**config.mk**
```make
export PLATFORM = sky130hd
export DESIGN_NAME = neighbor_cell_usage_monitor_core
export DESIGN_NICKNAME = d
export VERILOG_FILES = /design/src/rtl/core/ncum_pkg.sv /design/src/rtl/core/ncum_assess.sv /design/src/rtl/core/neighbor_cell_usage_monitor_core.sv
export VERILOG_INCLUDE_DIRS = /design/src /design/src/rtl/core
export SDC_FILE = /design/constraint.sdc
export NUM_CORES = 1
export LEC_CHECK = 0
export ABC_AREA = 1
export BUFFER_PORTS_ARGS = -buffer_cell sky130_fd_sc_hd__buf_2
export CORE_AREA = 2 2 233 235
export DETAILED_ROUTE_END_ITERATION = 16
export DIE_AREA = 0 0 235 237
export MAX_ROUTING_LAYER = met4
export PLACE_DENSITY = 0.61
export SETUP_SLACK_MARGIN = 0.2
export SYNTH_ARGS = -nofsm -noshare
export SYNTH_HDL_FRONTEND = slang
export SYNTH_SLANG_ARGS = --single-unit
export TNS_END_PERCENT = 100
```
**constraint.sdc**
```tcl
create_clock -name clk -period 10.3 [get_ports clk]
set_input_delay 0 -clock clk [delete_from_list [all_inputs] [get_ports clk]]
set_output_delay 0 -clock clk [all_outputs]
set_load 0.01 [all_outputs]
```
**src/rtl/core/neighbor_cell_usage_monitor_core_assert.svh**
```systemverilog
// assertion macros shared by the monitor rtl
`ifndef NEIGHBOR_CELL_USAGE_MONITOR_CORE_ASSERT_SVH
`define NEIGHBOR_CELL_USAGE_MONITOR_CORE_ASSERT_SVH

// same-cycle implication, checked out of reset
`define NCUM_ASSERT_NOW(label, ante, cons) \
  label: assert property (@(posedge clk) disable iff (rst) (ante) |-> (cons)) \
    else $error("ncum same-cycle check failed");

// next-cycle implication, checked out of reset
`define NCUM_ASSERT_NEXT(label, ante, cons) \
  label: assert property (@(posedge clk) disable iff (rst) (ante) |=> (cons)) \
    else $error("ncum next-cycle check failed");

`endif

```
**src/rtl/core/ncum_pkg.sv**
```systemverilog
`timescale 1ns / 1ps
`default_nettype none
package ncum_pkg;

  localparam int NBR_W            = 4;
  localparam int TYPE_W           = 2;
  localparam int CNT_W            = 10;
  localparam int LIMIT_W          = 9;
  localparam int INC_W            = 4;
  localparam int PROD_W           = LIMIT_W + CNT_W;
  localparam int FRAC_W           = 8;
  localparam int CFG_IDX_W        = 2;
  localparam int CFG_DATA_W       = 10;
  localparam int IN_TDATA_W       = 8;
  localparam int OUT_TDATA_W      = 16;
  localparam int NBR_TABLE_MAX    = 2 ** NBR_W;
  localparam int NEIGHBORS_DEFAULT = 16;

  localparam logic [CNT_W-1:0]   CNT_MAX            = '1;
  localparam logic [CNT_W-1:0]   WINDOW_RESET       = CNT_W'(100);
  localparam logic [LIMIT_W-1:0] HIGH_LIMIT_RESET   = LIMIT_W'(192);
  localparam logic [LIMIT_W-1:0] LOW_LIMIT_RESET    = LIMIT_W'(64);
  localparam logic [INC_W-1:0]   ADD_INCREMENT_RESET = INC_W'(1);

  typedef enum logic [TYPE_W-1:0] {
    REQ_SLOT  = 2'd0,
    REQ_FRAME = 2'd1,
    REQ_ACK   = 2'd2
  } req_type_e;

  typedef enum logic [CFG_IDX_W-1:0] {
    CFG_MAX_CELLS_WINDOW = 2'd0,
    CFG_USAGE_HIGH_LIMIT = 2'd1,
    CFG_USAGE_LOW_LIMIT  = 2'd2,
    CFG_ADD_INCREMENT    = 2'd3
  } cfg_reg_e;

  typedef struct packed {
    logic [CNT_W-1:0]   max_cells_window;
    logic [LIMIT_W-1:0] usage_high_limit;
    logic [LIMIT_W-1:0] usage_low_limit;
    logic [INC_W-1:0]   add_increment;
  } cfg_t;

  typedef struct packed {
    logic               assessed;
    logic               add_request;
    logic [INC_W-1:0]   add_count;
    logic               delete_request;
    logic [CNT_W-1:0]   elapsed_next;
    logic [CNT_W-1:0]   used_next;
  } assess_t;

endpackage
`default_nettype wire

```
**src/rtl/core/ncum_assess.sv**
```systemverilog
`timescale 1ns / 1ps
`default_nettype none
module ncum_assess (
  input  wire logic                          in_range,
  input  wire logic [ncum_pkg::TYPE_W-1:0]   req_type,
  input  wire logic [ncum_pkg::CNT_W-1:0]    elapsed,
  input  wire logic [ncum_pkg::CNT_W-1:0]    used,
  input  wire ncum_pkg::cfg_t                cfg,
  output ncum_pkg::assess_t                  res
);
  import ncum_pkg::*;

  logic [CNT_W-1:0]  elapsed_inc;
  logic [CNT_W-1:0]  used_inc;
  logic [PROD_W-1:0] scaled;
  logic [PROD_W-1:0] high_prod;
  logic [PROD_W-1:0] low_prod;
  logic              hit;
  logic              nonzero;
  logic              add_hit;

  always_comb begin
    elapsed_inc = elapsed;
    used_inc    = used;
    case (req_type)
      REQ_SLOT: begin
        if (elapsed != CNT_MAX) elapsed_inc = elapsed + CNT_W'(1);
      end
      REQ_FRAME: begin
        if (used != CNT_MAX) used_inc = used + CNT_W'(1);
      end
      default: begin
      end
    endcase
  end

  // usage in q1.8 compared without division
  assign scaled    = PROD_W'({used_inc, {FRAC_W{1'b0}}});
  assign high_prod = PROD_W'(cfg.usage_high_limit) * PROD_W'(elapsed_inc);
  assign low_prod  = PROD_W'(cfg.usage_low_limit) * PROD_W'(elapsed_inc);

  assign hit     = in_range && (elapsed_inc >= cfg.max_cells_window);
  assign nonzero = (elapsed_inc != '0);
  assign add_hit = hit && nonzero && (scaled >= high_prod);

  always_comb begin
    res.assessed       = hit;
    res.add_request    = add_hit;
    res.add_count      = add_hit ? cfg.add_increment : '0;
    res.delete_request = hit && nonzero && (scaled <= low_prod);
    res.elapsed_next   = hit ? '0 : elapsed_inc;
    res.used_next      = hit ? '0 : used_inc;
  end

endmodule
`default_nettype wire

```
**src/rtl/core/neighbor_cell_usage_monitor_core.sv**
```systemverilog
`timescale 1ns / 1ps
`default_nettype none
// channel   dir  signals                               contents
// s_*       in   s_tvalid s_tready s_tdata s_tuser     neighbor event
// m_*       out  m_tvalid m_tready m_tdata             assessment result
// cfg_*     in   cfg_valid cfg_ready cfg_index cfg_data register write
//
// one transaction per cycle sustained while the result side is not stalled;
// an accepted input transaction passes the input register then the result
// register, counter read-modify-write between them
// rst is synchronous; it clears both counter tables and loads register defaults
// a stalled result holds the input register; cfg_ready is always high
module neighbor_cell_usage_monitor_core #(
  parameter int NEIGHBORS = ncum_pkg::NEIGHBORS_DEFAULT
) (
  input  wire logic                               clk,
  input  wire logic                               rst,
  input  wire logic                               s_tvalid,
  output logic                                    s_tready,
  // [3:0] neighbor_index, [7:4] zero
  input  wire logic [ncum_pkg::IN_TDATA_W-1:0]    s_tdata,
  // [1:0] req_type
  input  wire logic [ncum_pkg::TYPE_W-1:0]        s_tuser,
  output logic                                    m_tvalid,
  input  wire logic                               m_tready,
  // [3:0] target_neighbor, [4] assessed, [5] add_request, [9:6] add_count,
  // [10] delete_request, [15:11] zero
  output logic [ncum_pkg::OUT_TDATA_W-1:0]        m_tdata,
  input  wire logic                               cfg_valid,
  output logic                                    cfg_ready,
  input  wire logic [ncum_pkg::CFG_IDX_W-1:0]     cfg_index,
  input  wire logic [ncum_pkg::CFG_DATA_W-1:0]    cfg_data
);
  import ncum_pkg::*;

  localparam int DEPTH = (NEIGHBORS < NBR_TABLE_MAX) ? NEIGHBORS : NBR_TABLE_MAX;
  localparam int SEL_W = (DEPTH > 1) ? $clog2(DEPTH) : 1;

  cfg_t              cfg;
  logic              s1_valid;
  logic [NBR_W-1:0]  s1_idx;
  logic [TYPE_W-1:0] s1_type;
  logic              advance;
  logic              in_range;
  logic [SEL_W-1:0]  sel;
  logic [CNT_W-1:0]  elapsed_count [DEPTH];
  logic [CNT_W-1:0]  used_count [DEPTH];
  logic [CNT_W-1:0]  elapsed_rd;
  logic [CNT_W-1:0]  used_rd;
  assess_t           res;
  logic [NBR_W-1:0]  target_neighbor;
  logic              assessed;
  logic              add_request;
  logic [INC_W-1:0]  add_count;
  logic              delete_request;

  assign cfg_ready = 1'b1;

  always_ff @(posedge clk) begin
    if (rst) begin
      cfg.max_cells_window <= WINDOW_RESET;
      cfg.usage_high_limit <= HIGH_LIMIT_RESET;
      cfg.usage_low_limit  <= LOW_LIMIT_RESET;
      cfg.add_increment    <= ADD_INCREMENT_RESET;
    end else if (cfg_valid) begin
      unique case (cfg_reg_e'(cfg_index))
        CFG_MAX_CELLS_WINDOW: cfg.max_cells_window <= cfg_data;
        CFG_USAGE_HIGH_LIMIT: cfg.usage_high_limit <= cfg_data[LIMIT_W-1:0];
        CFG_USAGE_LOW_LIMIT:  cfg.usage_low_limit  <= cfg_data[LIMIT_W-1:0];
        CFG_ADD_INCREMENT:    cfg.add_increment    <= cfg_data[INC_W-1:0];
        default: begin
        end
      endcase
    end
  end

  assign advance  = s1_valid && (!m_tvalid || m_tready);
  assign s_tready = !s1_valid || advance;

  always_ff @(posedge clk) begin
    if (rst) begin
      s1_valid <= 1'b0;
    end else if (s_tready) begin
      s1_valid <= s_tvalid;
    end
  end

  always_ff @(posedge clk) begin
    if (s_tvalid && s_tready) begin
      s1_idx  <= s_tdata[NBR_W-1:0];
      s1_type <= s_tuser;
    end
  end

  assign in_range = (int'(s1_idx) < DEPTH);
  assign sel      = SEL_W'(s1_idx);

  always_comb begin
    elapsed_rd = '0;
    used_rd    = '0;
    if (in_range) begin
      elapsed_rd = elapsed_count[sel];
      used_rd    = used_count[sel];
    end
  end

  ncum_assess u_assess (
    .in_range (in_range),
    .req_type (s1_type),
    .elapsed  (elapsed_rd),
    .used     (used_rd),
    .cfg      (cfg),
    .res      (res)
  );

  always_ff @(posedge clk) begin
    if (rst) begin
      for (int i = 0; i < DEPTH; i++) begin
        elapsed_count[i] <= '0;
        used_count[i]    <= '0;
      end
    end else if (advance && in_range) begin
      elapsed_count[sel] <= res.elapsed_next;
      used_count[sel]    <= res.used_next;
    end
  end

  always_ff @(posedge clk) begin
    if (rst) begin
      m_tvalid <= 1'b0;
    end else if (advance) begin
      m_tvalid <= 1'b1;
    end else if (m_tready) begin
      m_tvalid <= 1'b0;
    end
  end

  always_ff @(posedge clk) begin
    if (advance) begin
      target_neighbor <= s1_idx;
      assessed        <= res.assessed;
      add_request     <= res.add_request;
      add_count       <= res.add_count;
      delete_request  <= res.delete_request;
    end
  end

  assign m_tdata = OUT_TDATA_W'({delete_request, add_count, add_request, assessed,
                                 target_neighbor});

  `include "neighbor_cell_usage_monitor_core_assert.svh"

  `NCUM_ASSERT_NEXT(a_result_follows, advance, m_tvalid)
  `NCUM_ASSERT_NOW(a_flags_need_assess, m_tvalid && (add_request || delete_request), assessed)
  `NCUM_ASSERT_NOW(a_count_with_add, m_tvalid && !add_request, add_count == '0)
  `NCUM_ASSERT_NOW(a_out_of_range_quiet, s1_valid && !in_range, !res.assessed)
  `NCUM_ASSERT_NOW(a_accept_frees_input, s_tvalid && s_tready && s1_valid, advance)

endmodule
`default_nettype wire

```
# Yosys cells after proc, flatten, opt, wreduce, memory -nomap -nowiden
# Memory sizes are Yosys's and may differ from the RTL's. A register that Yosys moved wholly into a read port is not among the register bits.
# Cells that the tools add are included.
[classes]
n_reduce_logical = 19
n_mul = 2
n_addsub = 2
n_mux = 21
n_lt_le_gt_ge = 3
n_eq_ne = 6
[op_table]
columns = ["cell", "count"]
rows = [
  ["$mux 10", 8],
  ["$mul 9x10->19", 2],
  ["$add 10x1->10 const B", 2],
  ["$ne 10x10->1 const B", 2],
  ["$reduce_or 10->1", 2],
  ["$ge 18x19->1", 1],
  ["$le 18x19->1", 1],
  ["$mux 4", 4],
  ["$ge 10x10->1", 1],
  ["$reduce_bool 10->1", 1],
  ["$mux 1", 9],
  ["$reduce_and 2->1", 4],
  ["$logic_and 1x1->1", 5],
  ["$eq 2x1->1 const B", 2],
  ["$eq 2x2->1 const B", 2],
  ["$logic_not 2->1", 2],
  ["$logic_not 1->1", 2],
  ["$logic_or 1x1->1", 2],
  ["$reduce_bool 2->1", 1],
]
[word_totals]
output_inout_bits = 19
ram_bits = 320
elab_cells = 68
register_bits = 51
n_memories = 2
[mem_list]
columns = ["memory", "words", "word_bits", "read_ports", "rd_ports_with_merged_regs", "wr", "line_no", "text"]
rows = [
  ["elapsed_count", 16, 10, 1, 1, 16, "neighbor_cell_usage_monitor_core.sv:46", "logic [CNT_W-1:0] elapsed_count [DEPTH];"],
  ["used_count", 16, 10, 1, 1, 16, "neighbor_cell_usage_monitor_core.sv:47", "logic [CNT_W-1:0] used_count [DEPTH];"],
]

# Logic depth before layout (Yosys ltp)
# Gate-level depths: netlist of the first run.
[depth]
depth_word = 8
depth_mapped = 48
ltp_nobuf = 45

# Hierarchy
# A second synthesis of the first run with hierarchy kept.
[unflattened]
hier_cells = 2973
hier_area_um2 = 24676.2
[modules_own_cells]
columns = ["mod", "instances", "seq_area_each_um2", "cells_per_inst", "area_each_um2"]
rows = [
  ["neighbor_cell_usage_monitor_core", 1, 10880.4, 1929, 17411.7],
  ["ncum_assess", 1, 0.0, 1044, 7264.5],
]

# Least setup slack after synthesis of the first run
# No wires, ideal clock.
[synth_timing]
path_type = "register to register"
from = "reg with a tool-made name"
to = "reg delete_request (data pin)"
path_slack_ns = 3.339
arrival_ns = 6.823
stages_incl_launch_ff = 47
period_less_slack_ns = 6.961
n_path_buf = 4
path_cell_list = "dfxtp_1 > buf_6 > buf_8 > buf_4 > nor2_1 > nor2_1 > o21ai_0 > nand3_1 > nand3_1 > nand2_2 > ha_1 > nand2_1 > nor2_1 > nand3_4 > nand3_1 > nand2_1 > nand2_1 > buf_2 > [... 11 more ...] > a21oi_1 > nor2_1 > nor2_1 > inv_1 > a21oi_1 > o21ai_0 > nand3_1 > nand2_1 > xnor2_1 > ha_1 > nand2_1 > nor4_1 > nand4_1 > nor2_1 > o21ai_0 > nand3_1 > nor2_1 > nor2_1"
[synth_rtl]
columns = ["item", "line_no", "text"]
rows = [
  ["end signal, assigned", "neighbor_cell_usage_monitor_core.sv:144", "delete_request <= res.delete_request;"],
  ["end, declared", "neighbor_cell_usage_monitor_core.sv:55", "logic delete_request;"],
]

==> metrics.sh, run 1 <==
SETUP_TOTAL_NEGATIVE_SLACK_NS=0
CTSROOTBUFFERMASTER='clkbuf_16'
DIE_Y_UM=237
GRT_SETUP_UNREPAIRED='no'
CLOCK_POWER_SHARE=0.316
FMAXACHIEVABLE_MHz=108
POWER.DENSITY_nW_PER_UM2=191
SETUP_VIOL=0
FINAL_CELLS=3316
ANTENNADIODECOUNT=0
IO_BUFFERS=35
SLEW_VIOLATIONS=0
PLACED_CELL_AREA_UM2=24100
FIN_WORST_HOLD_SLACK_NS=0.157
CRIT_PATH_FREQUENT_CELL='nand2_1'
FLOORPLAN.CORE_AREA_UM2=53300
ANTENNA_VIOLATIONS_BEFORE_REPAIR=0
START_KIND='register'
DRC=0
CRITPATHMAXFANOUT=134
GRT_PASS1_WL_MM=103
CLK_PIN_SLEW_WORST_PATHS_NS=0.06
PERIOD_SHARE=0.897
ROWS=85
PLACE_INST=3209
CTS_NUM_SINKS=375
POWER_SWITCHING_SHARE=0.362
SYNTHESIS.YOSYS.WARNINGS=0
SYNTH.CELL_AREA_UM2=23700
GRT_PASS1_VIAS=17737
WORSTMARGINPINSLEW_NS=1.17
POSTSYNTH.ASYNCRESETSHARE=0
SEQUENTIAL_CELL_AREA_UM2=10900
TIMING_WORST_SETUP_PATH_TYPE='register to register'
FIN_AREA_UM2=25800
DRT_WL_TOTAL_MM=66.7
SYNTH_ENABLE_FLOP_CELLS=337
GRT_START_MAX_NET_PINS=135
CLK_LATENCY_NS=0.59
TRITONCTS='yes'
SYNTH.FF_LATCH_COUNT=375
CLOCK_PERIOD_MINUS_WORST_SLACK_NS=9.24
MAX-VDD-IR-DROP_mV=0.130
DETAILROUTE.VIA_COUNT=17879
H-TREE-DEPTH=2
GP_CONGESTION=0.931
DRTITER0DRC=1747
CRITICAL_PATH.ENDPOINT_TYPE='register'
START_UTIL=0.445
FLOW.AREA_GROWTH_FROM_SYNTHESIS_PCT=9.02
MIN_PATH_TYPE='input port to register'
TOP_LEVEL_PORTS=46
SYNTH.AVG_CELL_AREA_UM2=9.12
DIE_WIDTH_UM=235
MAXSLEWHEADROOM=0.215
SYNTHDISTINCTLIBCELLS=46
SLOWEST_STAGE='dfxtp_4'
POST_DRT_WL_PER_CELL_UM=20.1
OVERFLOW=0
TRITONCTS.NUM_BUFFERS=44
CTS_SETUP_BUFFERS=0
TIMING.FINAL.HOLD_VIOLATIONS=0
SEQUENTIALPOWERSHARE=0.355
CRITICAL_PATH.MAX_STAGE_DELAY_NS=0.82
P_INT_uW=3160
POSTSYNTH.TOPFLOPCELL='edfxtp_1'
AREA_OF_THE_MULTI_INPUT_GATES_UM2=10700
P_COMB_FRAC=0.329
WORST-R2R-SETUP-SLACK_NS=1.06
VIAS_PER_CELL=5.39
HPWLAFTERDP_MM=43.2
GLOBALROUTETOTALUTIL=0.248
DIE_AREA_UM2=55700
FIRSTDRTPASSITERS=6
CLOCK-SKEW-FINAL_NS=0.0208
CTSLONGESTPATHBUFFERS=3
CP_DATA_ARRIVAL_TIME_NS=9.57
CAP_VIOLATIONS=0
FILLERS=5039
SYNTH_SEQUENTIAL_AREA_RATIO=0.459
POST_ROUTE_CELLS_DRIVE_ABOVE_1_SHARE=0.0893
P_LEAK_uW=0.0109
SWITCHINGPOWER_uW=1790
RESULT_OF_THE_RUN='completed'
WORST_EP_REQUIRED_TIME_NS=10.63
ANT_NETS=0
FIN_NETS=2840
POST_SYNTH_INST_COUNT=2596
==> cells in the mapped netlist (2+ instances only) <==
cell,count,area (um2)
o211ai_2,4,50.1
nand3b_1,2,15.0
inv_1,300,1130
nor2_4,3,33.8
nand3_1,124,621
nor4_1,2,12.5
clkbuf_1,55,206
nand3_4,6,105
a211oi_1,2,15.0
inv_2,16,60.1
nand2_2,23,144
o21ai_1,19,95.1
dfxtp_1,38,761
and2_1,2,12.5
a221oi_1,2,17.5
nor2_2,45,282
nand3_2,8,80.1
conb_1,2,7.51
buf_8,4,60.1
buf_4,29,218
o21ai_0,136,681
buf_1,10,37.5
nand2_1,393,1480
clkinv_1,6,22.5
a21oi_1,70,350
fa_1,114,2280
xor2_1,15,131
buf_2,35,175
nand2_4,2,22.5
ha_1,110,1380
buf_6,20,225
o22ai_1,7,43.8
a21boi_0,2,15.0
o221ai_1,14,123
nand4_1,8,50.1
nor2_1,559,2100
o211ai_1,39,293
edfxtp_1,337,10100
xnor2_1,17,149
nor3_1,10,50.1
==> final timing paths <==
check / start / end / cells past startpoint
max: register / add_count[2] / 42
min: s_tdata[3] / s1_idx[3] / 2
max reg2reg: register / add_count[2] / 42
min reg2reg: cfg[23] / cfg[23] / 2
==> metal layers <==
| metal | track usage | vias to the layer above | routed length [um] |
|---|---|---|---|
| met2 | 0.400 | 670 | 31600 |
| met4 | 0.0957 | 0 | 2570 |
| met5 | - | - | 0 |
| met3 | 0.0295 | 121 | 4350 |
| met1 | 0.321 | 8714 | 28200 |
| li1 | - | 8374 | - |
==> power groups by stage <==
stage          logic [uW]  registers, uW  clock network, uW
2_1_floorplan        1180           1770                  0
3_3_place_gp         1550           1780                  0
3_5_place_dp         1600           1790                  0
4_1_cts              1620           1750               1570
5_1_grt              1830           1760               1640
6_report             1630           1750               1560
==> state kept, by name, summed over array words and instances (netlist names), named ones only <==
signal / cells
cfg: 32
s1_type: 2
s1_valid: 1
add_count: 4
elapsed_count: 160
target_neighbor: 4
delete_request: 1
used_count: 160
s1_idx: 4
m_tvalid: 1
add_request: 1
assessed: 1
==> critical path, delay by kind of cell (launching register included) <==
family	cells	cell delay [ns]
XOR/XNOR	1	0.22
flip-flops	1	0.82
buffers and inverters	7	1.33
AND/OR/NAND/NOR	23	2.72
AO/OA/AOI/OAI	5	1.13
adder cells (fa/ha/maj)	6	2.56
==> what timing repair did <==
action	in CTS	in global routing
hold buffers	30	0
endpoints found under the hold margin	50	0
setup endpoints to repair	0	0
resized for setup	0	0
==> final cells by class <==
class	count	share of cell area
multi-input cells	1748	0.413
well taps	696	0.0337
clock buffers	61	0.0484
inverters	324	0.0475
clock inverters	16	0.00659
flip-flops and latches	375	0.422
repair buffers	96	0.0289
==> cell families after synthesis <==
logic type                 count (synthesis)  synth area share
and+or+nand+nor                         1187             0.211
buffers and inverters                    477            0.0907
xor gates and xnor gates                  32            0.0118
adders and majority gates                224             0.154
AOI/OAI and AO/OA                        299            0.0723
DFF                                      375             0.459
other                                      2          0.000317
==> through the flow <==
step	util	setup WS [ns]	power, uW
after floorplan	-	3.34	2950
after global placement	0.452	1.39	3340
after CTS	0.485	1.27	4950
after detailed placement	0.452	1.31	3390
after global routing	0.485	0.530	5230
final	0.485	1.06	4950
==> cells in the final DEF (no fill, tap or decap), types with 3 or more instances in the layout <==
cell	instances
a21oi_1	70
buf_12	3
buf_2	35
buf_4	28
clkbuf_1	13
clkbuf_16	48
clkinv_1	14
conb_1	6
dfxtp_1	35
dlygate4sd3_1	30
edfxtp_1	337
fa_1	114
ha_1	110
inv_1	300
inv_2	16
nand2_1	393
nand2_2	23
nand3_1	124
nand3_2	8
nand3_4	6
nand4_1	8
nor2_1	559
nor2_2	45
nor2_4	3
nor3_1	10
o211ai_1	39
o211ai_2	4
o21ai_0	136
o21ai_1	19
o221ai_1	14
o22ai_1	7
xnor2_1	17
xor2_1	15
Power figures use the tool's default switching activity.
==> run 2, diff against run 1 <==
--- a/config.mk
+++ b/config.mk
@@ -7,12 +7,12 @@
 export NUM_CORES = 1
 export LEC_CHECK = 0
 export ABC_AREA = 1
-export BUFFER_PORTS_ARGS = -buffer_cell sky130_fd_sc_hd__buf_2
 export CORE_AREA = 2 2 233 235
 export DETAILED_ROUTE_END_ITERATION = 16
 export DIE_AREA = 0 0 235 237
+export DONT_BUFFER_PORTS = 1
 export MAX_ROUTING_LAYER = met4
-export PLACE_DENSITY = 0.61
+export PLACE_DENSITY = 0.6
 export SETUP_SLACK_MARGIN = 0.2
 export SYNTH_ARGS = -nofsm -noshare
 export SYNTH_HDL_FRONTEND = slang
==> run 2 against run 1 <==
Register-to-register slack lost 0.02 ns; critical path depth is 2 higher; power is 3.2% lower; critical path type unchanged; highest routed layer unchanged.
==> metrics.sh, run 2 (synthesis gave the netlist of run 1 again) <==
TOP_REGS='elapsed_count x160, used_count x160, cfg x32'
GRT_START_MAX_NET_PINS=104
MAXSLEWHEADROOM=0.166
TIMING.FINAL.HOLD_VIOLATIONS=0
GRT_PASS1_WL_MM=103
DIE_AREA_UM2=55700
FLOORPLAN.CORE_AREA_UM2=53300
P_LEAK_uW=0.0107
CLOCK_PERIOD_MINUS_WORST_SLACK_NS=9.26
FINAL_CELLS=3287
CAP_VIOLATIONS=0
CRITPATHMAXFANOUT=103
CTS_NUM_SINKS=375
AREA_OF_THE_MULTI_INPUT_GATES_UM2=10700
POST_DRT_WL_PER_CELL_UM=20.3
DETAILROUTE.VIA_COUNT=17755
SLEW_VIOLATIONS=0
CLK_PIN_SLEW_WORST_PATHS_NS=0.06
CTSROOTBUFFERMASTER='clkbuf_16'
PERIOD_SHARE=0.899
FIRSTDRTPASSITERS=7
SLOWEST_STAGE='dfxtp_4'
WORSTMARGINPINSLEW_NS=1.25
DIE_WIDTH_UM=235
SETUP_TOTAL_NEGATIVE_SLACK_NS=0
OVERFLOW=0
GRT_PASS1_VIAS=17478
GRT_SETUP_UNREPAIRED='no'
FLOW.AREA_GROWTH_FROM_SYNTHESIS_PCT=7.97
GP_CONGESTION=0.904
MOST-COMMON-LAYOUT-CELLS='nor2_1 (559), nand2_1 (393), edfxtp_1 (337)'
DRC=0
DIE_Y_UM=237
DRTITER0DRC=1512
TIMING_WORST_SETUP_PATH_TYPE='register to register'
DRT_WL_TOTAL_MM=66.8
CTSLONGESTPATHBUFFERS=3
LEADING_CELL_TYPE_IN_THE_LAYOUT_FILL_AND_TAPS_EXCLUDED='nor2_1'
ROWS=85
TRITONCTS='yes'
SETUP_VIOL=0
TOP_LEVEL_PORTS=46
ANTENNA_VIOLATIONS_BEFORE_REPAIR=1
CLOCK-SKEW-FINAL_NS=0.0182
GLOBALROUTETOTALUTIL=0.248
CRITICAL_PATH.ENDPOINT_TYPE='register'
START_KIND='register'
WORST_EP_REQUIRED_TIME_NS=10.67
TRITONCTS.NUM_BUFFERS=42
PLACE_INST=3179
MIN_PATH_TYPE='input port to register'
FMAXACHIEVABLE_MHz=108
CLK_LATENCY_NS=0.57
MAX-VDD-IR-DROP_mV=0.126
IO_BUFFERS=0
HPWLAFTERDP_MM=43.3
FIN_NETS=2811
ANT_NETS=0
H-TREE-DEPTH=2
CRIT_PATH_FREQUENT_CELL='nor2_1'
SEQUENTIAL_CELL_AREA_UM2=10900
FILLERS=5034
CP_DATA_ARRIVAL_TIME_NS=9.62
START_UTIL=0.445
VIAS_PER_CELL=5.40
RESULT_OF_THE_RUN='completed'
POST_ROUTE_CELLS_DRIVE_ABOVE_1_SHARE=0.0784
CRITICAL_PATH.MAX_STAGE_DELAY_NS=0.67
POWER.DENSITY_nW_PER_UM2=187
-- run 2: changes by cell type in the layout (fill, tap and decap cells not counted), sizes merged --
cell and change:
buf -30, bufinv -1, clkbuf -3, clkinv +1, diode +1, dlygate4sd3 +3
-- run 2: routing by layer --
layer,share of wire,global-route usage
met5,0,-
met3,0.070,0.0342
met4,0.039,0.0947
met2,0.48,0.401
met1,0.42,0.319
-- run 2: layout make-up --
type                       count  share of cell area
clock inverter                16             0.00563
timing repair buffer          69              0.0245
sequential                   375               0.426
tap                          696              0.0340
antenna                        1           0.0000978
multi-input combinational   1748               0.417
inverter                     324              0.0479
clock buffer                  58              0.0448
-- run 2: power by group --
group / leakage, uW / total, uW / switching (uW) / internal (uW)
clock network: 0.000629 / 1430 / 622 / 808
registers: 0.00378 / 1750 / 31.9 / 1720
logic: 0.00633 / 1600 / 1080 / 525
-- run 2: critical path: cells and delay by family, from the launching register on --
| kind | cells | cell delay, ns |
|---|---|---|
| AND/OR/NAND/NOR | 22 | 3.00 |
| adder cells (fa/ha/maj) | 7 | 3.00 |
| buffers and inverters | 7 | 1.05 |
| AO/OA/AOI/OAI | 7 | 1.00 |
| flip-flops | 1 | 0.67 |
| XOR/XNOR | 1 | 0.14 |
-- run 2: worst paths after layout --
path	from	to	slack, ns	cells past startpoint
worst max-delay path	register	delete_request	1.04	44
worst min register to register	cfg[2]	cfg[2]	0.46	2
worst min-delay path	s_tuser[0]	s1_type[0]	0.05	1
worst max register to register	register	delete_request	1.04	44
-- run 2: stage by stage --
| stage | setup WS (ns) | hold WS [ns] | area [um2] | power (uW) | utilization |
|---|---|---|---|---|---|
| detailed placement | 1.18 | 0.0722 | 24000 | 3360 | 0.450 |
| global route | 0.429 | 0.0350 | 25600 | 5090 | 0.480 |
| CTS | 1.13 | 0.0221 | 25600 | 4810 | 0.480 |
| finish | 1.04 | 0.0494 | 25600 | 4790 | 0.480 |
| floorplan | 3.34 | 0.0691 | 23700 | 2950 | - |
| global placement | 1.28 | 0.0697 | 24000 | 3320 | 0.450 |
-- run 2: timing repair --
item / CTS / global route
endpoints found under the hold margin: 61 / 0
resized for setup: 0 / 0
hold buffers: 33 / 0
setup buffers: 0 / 0
==> run 3, diff against run 2 <==
==> constraint.sdc (replaced) <==
create_clock -name clk -period 8.7 [get_ports clk]
set_input_delay 0 -clock clk [delete_from_list [all_inputs] [get_ports clk]]
set_output_delay 0 -clock clk [all_outputs]
set_load 0.01 [all_outputs]
==> run 3 against run 2 <==
Sequential share of layout area down 0.67 points; critical path depth unchanged; maximum frequency up 17%; via count down 0.52%; combinational power up 24%; cell area up 1.6%; register-to-register slack worse by 0.24 ns; hold slack better by 0.045 ns; count of clock-buffer cells in the layout up 3; flip-flop and latch count unchanged; global-route usage up 0.36 points; critical path type unchanged; largest power group unchanged.
==> metrics.sh, run 3 (synthesis gave the netlist of run 1 again) <==
POWER.DENSITY_nW_PER_UM2=224
ANT_NETS=0
GRT_SETUP_UNREPAIRED='no'
TOP_LEVEL_PORTS=46
ROWS=85
P_LEAK_uW=0.0110
CP_DATA_ARRIVAL_TIME_NS=8.34
SETUP_VIOL=0
MAXSLEWHEADROOM=0.176
CTSLONGESTPATHBUFFERS=3
VIAS_PER_CELL=5.32
WORSTMARGINPINSLEW_NS=1.23
MOST-COMMON-LAYOUT-CELLS='nor2_1 (559), nand2_1 (391), edfxtp_1 (337)'
CLK_LATENCY_NS=0.58
H-TREE-DEPTH=2
CLK_PIN_SLEW_WORST_PATHS_NS=0.06
TOP_REGS='elapsed_count x160, used_count x160, cfg x32'
ANTENNA_VIOLATIONS_BEFORE_REPAIR=3
WORST_EP_REQUIRED_TIME_NS=9.14
TIMING_WORST_SETUP_PATH_TYPE='register to register'
CAP_VIOLATIONS=0
DIE_Y_UM=237
TOP_SIGNAL_LAYER_USED='met4'
DRT_WL_TOTAL_MM=67.2
POST_DRT_WL_PER_CELL_UM=20.2
CRIT_PATH_FREQUENT_CELL='nand2_1'
POST_ROUTE_CELLS_DRIVE_ABOVE_1_SHARE=0.0926
DIE_AREA_UM2=55700
CRITICAL_PATH.MAX_STAGE_DELAY_NS=0.56
FINAL_CELLS=3323
START_KIND='register'
MIN_PATH_TYPE='input port to register'
DRC=0
TIMING.FINAL.HOLD_VIOLATIONS=0
MET3_WIRELENGTH_MM=4.80
GRT_PASS1_VIAS=17891
GLOBALROUTETOTALUTIL=0.252
SLOWEST_STAGE='fa_1'
OVERFLOW=0
START_UTIL=0.445
MIN_DELAY_PATH_DEPTH=1
GRT_PASS1_WL_MM=105
FF2FF_PATH_DEPTH=44
PLACE_INST=3205
SETUP_TOTAL_NEGATIVE_SLACK_NS=0
CLOCK_PERIOD_MINUS_WORST_SLACK_NS=7.90
CLOCK-SKEW-FINAL_NS=0.0260
FIRSTDRTPASSITERS=5
FIN_NETS=2842
HPWLAFTERDP_MM=45.3
CRITPATHMAXFANOUT=42
M1WIRELENGTH_MM=27.9
FLOW.AREA_GROWTH_FROM_SYNTHESIS_PCT=9.69
GRT_START_MAX_NET_PINS=57
PERIOD_SHARE=0.908
FLOORPLAN.CORE_AREA_UM2=53300
ROUTED-WL-MET2_MM=32.2
IO_BUFFERS=0
GP_CONGESTION=0.979
FMAXACHIEVABLE_MHz=127
TRITONCTS='yes'
DIE_WIDTH_UM=235
TRITONCTS.NUM_BUFFERS=44
CTS_NUM_SINKS=375
SLEW_VIOLATIONS=0
CRITICAL_PATH.ENDPOINT_TYPE='register'
MAX-VDD-IR-DROP_mV=0.163
LEADING_CELL_TYPE_IN_THE_LAYOUT_FILL_AND_TAPS_EXCLUDED='nor2_1'
DRTITER0DRC=1502
RESULT_OF_THE_RUN='completed'
DETAILROUTE.VIA_COUNT=17662
CTSROOTBUFFERMASTER='clkbuf_16'
## run 3: final cells by class
type | count | area (um2)
Fill cell | 4964 | 27300
Sequential cell | 375 | 10900
Multi-Input combinational cell | 1748 | 10700
Inverter | 324 | 1230
Clock buffer | 61 | 1210
Timing Repair Buffer | 98 | 936
Tap cell | 696 | 871
Clock inverter | 18 | 151
Antenna cell | 3 | 7.51
## run 3: critical path, delay by kind of cell, from the launching register on
kind	cells	cell delay, ns
AOI/OAI and AO/OA	5	0.75
xor gates and xnor gates	1	0.14
adders and majority gates	7	2.79
buffers and inverters	6	0.77
DFF	1	0.49
and+or+nand+nor	25	2.83
## run 3: metal layers
metal	track usage	vias up
met5	-	-
met4	0.0915	0
met3	0.0379	120
met2	0.410	634
met1	0.321	8531
li1	-	8377
## run 3: worst paths after layout
path                                 start              to  slack (ns)
worst min register to register     cfg[29]         cfg[29]        0.46
worst max-delay path              register  delete_request        0.80
worst max register to register    register  delete_request        0.80
worst min-delay path            s_tdata[3]       s1_idx[3]        0.09
## run 3: power breakdown
group / switching, uW / internal (uW)
clock: 757 / 1000
sequential: 35.1 / 2040
combinational: 1330 / 661
## run 3: timing repair
action	CTS	global route
hold buffers	31	0
gates resized for setup	0	9
buffers inserted	0	5
endpoints found under the hold margin	61	0
setup endpoints to repair	0	6
## run 3: stage by stage
step	instance area [um2]	hold slack, ns	utilization	worst slack [ns]	total power, uW
floorplan	23700	0.0691	-	1.74	3490
global placement	24200	0.0706	0.455	0.557	4010
detailed placement	24200	0.0750	0.455	0.450	4060
CTS	25900	0.0606	0.486	0.434	5840
global route	26000	0.0919	0.488	0.233	6180
finish	26000	0.0948	0.488	0.802	5820
